### config.mk
export PLATFORM = sky130hd
export DESIGN_NAME = fst_div
export DESIGN_NICKNAME = d
export VERILOG_FILES = /design/src/hw/rtl/fst_pkg.sv /design/src/hw/rtl/fst_div.sv
export SDC_FILE = /design/constraint.sdc
export NUM_CORES = 2
export LEC_CHECK = 0
export BUFFER_PORTS_ARGS = -buffer_cell sky130_fd_sc_hd__buf_2
export CORE_MARGIN = 8
export CORE_UTILIZATION = 40
export DETAILED_ROUTE_END_ITERATION = 10
export SYNTH_ARGS = -nofsm -noshare
export SYNTH_HDL_FRONTEND = slang
export SYNTH_SLANG_ARGS = --single-unit
export TNS_END_PERCENT = 100
### constraint.sdc
create_clock -name clk -period 15.4 [get_ports clk]
set_input_delay 0.77 -clock clk [delete_from_list [all_inputs] [get_ports clk]]
set_output_delay 0.77 -clock clk [all_outputs]
set_load 0.005 [all_outputs]
### src/hw/rtl/fst_pkg.sv
package fst_pkg;

  // Fixed point and lighting constants
  localparam int FRACBITS       = 16;
  localparam int FRACUNIT       = 65536;
  localparam int MAX_ROWS       = 1024;
  localparam int MAX_COLUMNS    = 2048;
  localparam int LIGHT_Z_SHIFT  = 20;
  localparam int LIGHT_Z_LEVELS = 128;
  localparam int LIGHTZSHIFT    = LIGHT_Z_SHIFT;
  localparam int MAXLIGHTZ      = LIGHT_Z_LEVELS;

  // Field widths
  localparam int ROW_W   = $clog2(MAX_ROWS);
  localparam int COL_W   = $clog2(MAX_COLUMNS);
  localparam int FX_W    = 32;
  localparam int IN_W    = 31;
  localparam int TRIG_W  = 18;
  localparam int LIGHT_W = $clog2(LIGHT_Z_LEVELS);
  localparam int CFG_IDX_W = 3;

  // Row offset from the horizon, in unsigned 10.16
  localparam int DY_W = ROW_W + FRACBITS;

  // Divider geometry: magnitude shifted left by FRACBITS, a few bits a stage
  localparam int DIVIDEND_W = FX_W + FRACBITS;
  localparam int DIV_BITS   = 4;
  localparam int DIV_STAGES = DIVIDEND_W / DIV_BITS;
  localparam int DIV_LAT    = DIV_STAGES + 1;
  localparam int SIDE_DELAY = DIV_LAT - 1;
  localparam int PIPE_LAT   = 6 + SIDE_DELAY;

  // Register indexes
  typedef enum logic [CFG_IDX_W-1:0] {
    REG_CENTER_ROW   = 3'd0,
    REG_CENTER_COL   = 3'd1,
    REG_VIEW_X       = 3'd2,
    REG_VIEW_Y       = 3'd3,
    REG_VIEW_SIN     = 3'd4,
    REG_VIEW_COS     = 3'd5,
    REG_DETAIL_SHIFT = 3'd6,
    REG_FIXED_CMAP   = 3'd7
  } reg_idx_t;

  // Fields that wait beside the dividers
  typedef struct packed {
    logic [ROW_W-1:0]   row;
    logic [COL_W-1:0]   x_start;
    logic [COL_W-1:0]   x_end;
    logic [FX_W-1:0]    dx;
    logic [FX_W-1:0]    mcos;
    logic [FX_W-1:0]    msin;
    logic [LIGHT_W-1:0] light;
    logic               fixed;
  } side_t;

endpackage

### src/hw/rtl/fst_div.sv
module fst_div (
  input  logic                     clk,
  input  logic [fst_pkg::FX_W-1:0] mag,
  input  logic [fst_pkg::DY_W-1:0] den,
  input  logic                     neg,
  input  logic                     sat,
  output logic [fst_pkg::FX_W-1:0] quo
);
  import fst_pkg::*;

  logic [DY_W-1:0]       rem_r [DIV_STAGES];
  logic [FX_W-1:0]       quo_r [DIV_STAGES];
  logic [DIVIDEND_W-1:0] num_r [DIV_STAGES];
  logic [DY_W-1:0]       den_r [DIV_STAGES];
  logic                  neg_r [DIV_STAGES];
  logic                  sat_r [DIV_STAGES];

  logic [DY_W-1:0]       rem_nxt [DIV_STAGES];
  logic [FX_W-1:0]       quo_nxt [DIV_STAGES];
  logic [DIVIDEND_W-1:0] num_nxt [DIV_STAGES];

  logic [FX_W-1:0] quo_r_out;

  // Restoring division, DIV_BITS quotient bits per stage
  always_comb begin
    logic [DY_W-1:0]       r;
    logic [FX_W-1:0]       q;
    logic [DIVIDEND_W-1:0] n;
    logic [DY_W-1:0]       d;
    logic [DY_W:0]         t;
    for (int s = 0; s < DIV_STAGES; s++) begin
      if (s == 0) begin
        r = '0;
        q = '0;
        n = {mag, {FRACBITS{1'b0}}};
        d = den;
      end else begin
        r = rem_r[s-1];
        q = quo_r[s-1];
        n = num_r[s-1];
        d = den_r[s-1];
      end
      for (int b = 0; b < DIV_BITS; b++) begin
        t = {r, n[DIVIDEND_W-1]};
        n = {n[DIVIDEND_W-2:0], 1'b0};
        if (t >= {1'b0, d}) begin
          t = t - {1'b0, d};
          q = {q[FX_W-2:0], 1'b1};
        end else begin
          q = {q[FX_W-2:0], 1'b0};
        end
        r = t[DY_W-1:0];
      end
      rem_nxt[s] = r;
      quo_nxt[s] = q;
      num_nxt[s] = n;
    end
  end

  // Advance the stages
  always_ff @(posedge clk) begin
    for (int s = 0; s < DIV_STAGES; s++) begin
      rem_r[s] <= rem_nxt[s];
      quo_r[s] <= quo_nxt[s];
      num_r[s] <= num_nxt[s];
      if (s == 0) begin
        den_r[s] <= den;
        neg_r[s] <= neg;
        sat_r[s] <= sat;
      end else begin
        den_r[s] <= den_r[s-1];
        neg_r[s] <= neg_r[s-1];
        sat_r[s] <= sat_r[s-1];
      end
    end
  end

  // Apply sign or saturate
  always_ff @(posedge clk) begin
    if (sat_r[DIV_STAGES-1]) begin
      quo_r_out <= neg_r[DIV_STAGES-1] ? {1'b1, {(FX_W-1){1'b0}}} : {1'b0, {(FX_W-1){1'b1}}};
    end else if (neg_r[DIV_STAGES-1]) begin
      quo_r_out <= ~quo_r[DIV_STAGES-1] + 1'b1;
    end else begin
      quo_r_out <= quo_r[DIV_STAGES-1];
    end
  end

  assign quo = quo_r_out;

endmodule

After elaboration in Yosys (flattened, before gate mapping)
Memory sizes are Yosys's and may differ from the RTL's. Cells that the tools add are included. Widths: inputs -> output; s select.

Multiplexer cells: 99. Bitwise operators: 1. $lt $le $gt $ge: 48. Add/sub/neg operators: 49.

Operators by type and width (number): $ge 27x26->1 (47); $mux 26 (48); $sub 26x26->26 (47); $mux 32 (3); $mux 1 (48); $add 32x1->32 const B (1); $not 32->32 (1); $ge 1x26->1 (1); $sub 1x26->26 (1).

Memory bits (writable): 1560. Memories: 6. Bits in registers: 32. Bits of input ports: 61.

Memories: num_r (words 12, bits a word 44, read ports 11, clocked after Yosys merged registers in 0, wr ports 12, RTL line fst_div.sv:13) `logic [DIVIDEND_W-1:0] num_r [DIV_STAGES];`; quo_r (words 12, bits a word 32, read ports 12, clocked after Yosys merged registers in 0, wr ports 12, RTL line fst_div.sv:12) `logic [FX_W-1:0] quo_r [DIV_STAGES];`; den_r (words 12, bits a word 26, read ports 11, clocked after Yosys merged registers in 0, wr ports 12, RTL line fst_div.sv:14) `logic [DY_W-1:0] den_r [DIV_STAGES];`; rem_r (words 12, bits a word 26, read ports 11, clocked after Yosys merged registers in 0, wr ports 12, RTL line fst_div.sv:11) `logic [DY_W-1:0] rem_r [DIV_STAGES];`; neg_r (words 12, bits a word 1, read ports 12, clocked after Yosys merged registers in 0, wr ports 12, RTL line fst_div.sv:15) `logic neg_r [DIV_STAGES];`; sat_r (words 12, bits a word 1, read ports 12, clocked after Yosys merged registers in 0, wr ports 12, RTL line fst_div.sv:16) `logic sat_r [DIV_STAGES];`.

Logic depth before layout (Yosys ltp)
An unclocked memory read counts as a cell.

Depth in word-level cells: 9. Depth in mapped cells: 59.

Worst setup path after synthesis
No wires, ideal clock.

Path type: reg-to-reg. From: memory den_r[1][1] (netlist bit). To: memory rem_r[2][17] (netlist bit). Stages on the path, launching flop included: 54. Slack: 3375 ps. Arrival: 11905 ps. Path buffers: 6. Required time: 15279 ps. Setup time: 121 ps. Cell sequence: dfxtp_1 -> inv_1 -> ha_1 -> nor2b_1 -> o2111ai_1 -> nand3_1 -> a31oi_1 -> o21ai_0 -> nor3_1 -> and2_1 -> clkbuf_1 -> clkbuf_1 -> mux2_2 -> ha_1 -> a211oi_1 -> o21ai_0 -> o221a_2 -> o21a_1 -> (+18 left out) -> nand3_1 -> a21oi_2 -> clkbuf_1 -> mux2_2 -> ha_1 -> nor2b_1 -> nor4_1 -> o21ai_1 -> a41o_1 -> a221o_1 -> nand4_1 -> nand2_1 -> or4_1 -> o2111ai_1 -> o211ai_1 -> nor2_2 -> buf_2 -> mux2_2.

RTL lines (RTL line): start, declared (fst_div.sv:14); end, declared (fst_div.sv:11).

==> metrics.csv <==
stage,metric,value,unit
critical_path,Setup CP Type,reg -> reg,
synthesis,Post-Syn Instances,11045,
critical_path,critical path's slowest cell,nor2_4,
clock_network,clk slew on worst S/H paths,0.06,ns
synthesis,ys async rst share,0,%
floorplanning,core area,222000,µm²
sta,Pins Over Slew Limit,0,
worst_hold_path,Hold Crit Class,in -> reg,
sta,Max Freq,69.7,MHz
synthesis,YS warnings,0,
outcome,status,"finished, final reports clean",
grt,global-route wire length before repair,448000,µm
synthesis,Post-Synth Simple-Gate Area,15.5,%
floorplanning,die width,488,µm
floorplanning,Rows,173,
sta,Worst Skew,0.0735,ns
clock_network,post-CTS setup buffers,0,
synthesis,Post-synth EDFFs,0,
placement,routability cong.,0.960,
floorplanning,top-level port count,93,
synthesis,"flops & latches, synth",884,
critical_path,CP endpoint kind,flop,
clock_network,total CTS buffers,106,
critical_path,CP required,16.05,ns
synthesis,Synth Area in Adders,17.8,%
synthesis,syn nets,12354,
sta,Least-Margin Pin Slew,1.21,ns
floorplanning,die height,488,µm
critical_path,"critical path fanouts, max",38,
sta,Setup-failing EPs final,0,
final_layout,register area,17700,µm²
synthesis,post-synthesis sequential area ratio,19.8,%
sta,minimum clock period,14.34,ns
synthesis,main flop type after synthesis,dfxtp_1,
flow_run,max-cap violation count,0,
clock_network,"Clk Latency, worst-skew pair",0.79,ns
detailed_routing,DR WL/cell,20.6,µm
detailed_routing,number of routed nets with antenna violations,0,
placement,port bufs,92,
synthesis,largest family of logic cells by synthesized area,compound AO/OA/AOI/OAI gates,
critical_path,Critical Path Most Common Cell,o21ai_0,
synthesis,Yosys top cell area share,19.8,%
sta,Final Hold Fails,0,
detailed_routing,final WL,292000,µm
detailed_routing,Vias,82513,
final_layout,area grow syn2layout,8.46,%
clock_network,clock buffer depth,3,
final_layout,Finished Core Util,43.6,%
grt,initial antenna violation count,11,
clock_network,H-tree depth,3,
sta,Relative slew margins,19.2,%
final_layout,area of the multi-input gates,68200,µm²
detailed_routing,DRT Pass-1 Iters,6,
detailed_routing,routed vias/inst,5.83,
critical_path,Worst setup SP type,flop,
clock_network,CTS tree,built,
critical_path,WP data arrival,15.00,ns
clock_network,Root Driver,clkbuf_16,
synthesis,largest cells by area after synthesis,"dfxtp_1 (20%), ha_1 (17%), xnor2_1 (6.6%), mux2_2 (6.5%), a21oi_1 (5.9%)",
synthesis,Synth Area in XOR/XNOR,9.58,%
critical_path,CP peak stage delay,0.69,ns
synthesis,post-synth design cell area,89200,µm²
clock_network,# clock sinks,884,
floorplanning,initial core utilization,40.2,%
synthesis,Yosys cell types,110,
final_layout,# nets final,12386,
grt,largest net degree at the start of global routing,57,
detailed_routing,iteration-0 DRC count of the detailed router,6559,
grt,GR Overflow Total,0,
synthesis,complex-gate fraction of the synthesized area,25.5,%
synthesis,Mean Syn Cell Area,8.08,µm²
sta,setup TNS,0,ns
detailed_routing,DRC violations left,0,
grt,number of global-route vias before repair,79355,
placement,hpwl dp,240000,µm
floorplanning,Die ar.,238000,µm²
synthesis,multiplexer area fraction after synthesis,7.88,%
final_layout,share of cells above drive strength 1,9.18,%
grt,GRT Util Overall,23.2,%
sta,final worst-path cycle share,93.1,%
synthesis,post-synth top area cell,dfxtp_1,
final_layout,Fill cells,22242,
critical path, delay by kind of cell (launching register included):
kind	cells	cell delay, ns
AO/OA/AOI/OAI	23	6.48
AND/OR/NAND/NOR	15	3.57
adder cells (fa/ha/maj)	4	1.46
buffers and inverters	6	1.22
multiplexers	2	0.87
flip-flops	1	0.54
cells in the final DEF, fill, tap and decap left out, types with 106 or more instances in the layout:
cell / count
a21oi_1: 1051
nor2b_1: 156
dfxtp_1: 884
nand3_1: 175
nand2b_1: 184
a31oi_1: 117
ha_1: 1213
nor2_1: 791
a21o_1: 553
o21a_1: 212
xor2_1: 303
xnor2_1: 673
mux2_2: 519
o21ai_0: 750
clkbuf_16: 106
nand2_1: 717
inv_1: 668
nand4_1: 169
o21bai_1: 143
nor3_1: 177
final cells by class:
cell class / instances / area share (%)
Inverter: 676 / 2.63
Timing Repair Buffer: 154 / 0.962
Tap cell: 2975 / 3.85
Antenna cell: 6 / 0.0155
Clock inverter: 73 / 0.894
Clock buffer: 126 / 2.93
Multi-Input combinational cell: 9255 / 70.4
Sequential cell: 884 / 18.3
per-stage QoR:
step                      hold slack (ns)  std cells  setup slack, ns  instance area, µm²
after global routing               0.0243      14144         -0.00164               96800
after detailed placement            0.312      13940            0.514               93000
after floorplan                     0.310      11045             3.37               89200
final                              0.0781      14149             1.06               96800
after CTS                         0.00786      14141            0.414               96700
after global placement              0.310      13940            0.611               93000
registers in the layout, summed over array words and instances (netlist names):
signal and cells:
quo 32, num_r 112, den_r 286, quo_r 144, neg_r 12, sat_r 12, rem_r 286
final timing paths:
| check | start | to | slack [ns] | cells after the start |
|---|---|---|---|---|
| min reg2reg | num_r[2][26] | num_r[3][30] | 0.27 | 0 |
| max | den_r[4][17] | rem_r[5][15] | 1.06 | 50 |
| min | mag[13] | num_r[0][29] | 0.08 | 1 |
| max reg2reg | den_r[4][17] | rem_r[5][15] | 1.06 | 50 |
repair_timing:
item                                    4_1_cts  5_1_grt
hold buffers                                  2        0
gates resized for setup                       0        8
hold endpoints to repair                      2        0
endpoints found under the setup margin        0       74
cell usage after synthesis (39+ instances only):
library cell,number
and3_1,100
xor2_1,303
o31ai_1,67
inv_1,669
xnor2_1,673
a21boi_0,56
mux2_2,519
ha_1,1213
a21oi_1,1053
buf_2,43
or2_2,44
a221o_1,39
o21ai_0,752
or3_1,60
nand2_1,719
nor4_1,60
a211oi_1,92
a31oi_1,119
o211ai_1,60
nand3_1,175
nor2b_1,159
dfxtp_1,884
a21o_1,553
nand2b_1,184
nor2_1,793
mux2i_1,70
o21bai_1,143
nor3_1,178
o21a_1,212
nand4_1,169
and2_1,73
clkbuf_1,154
cell families after synthesis:
family                     after synthesis
DFF                                    884
adders and majority gates             1248
buffers and inverters                  908
and+or+nand+nor                       2841
xor gates and xnor gates               976
muxes                                  628
AOI/OAI and AO/OA                     3560
metal layers:
layer / GRT usage [%] / up-vias / wire, µm
met4: 7.59 / 6 / 10500
li1: - / 40479 / -
met2: 38.6 / 2333 / 132000
met1: 31.1 / 39201 / 134000
met5: 0 / - / 48
met3: 2.75 / 494 / 15300
Power is left out: the tool's default activity adds up to more than one toggle a clock period on the data nets, which glitch-free logic cannot reach.
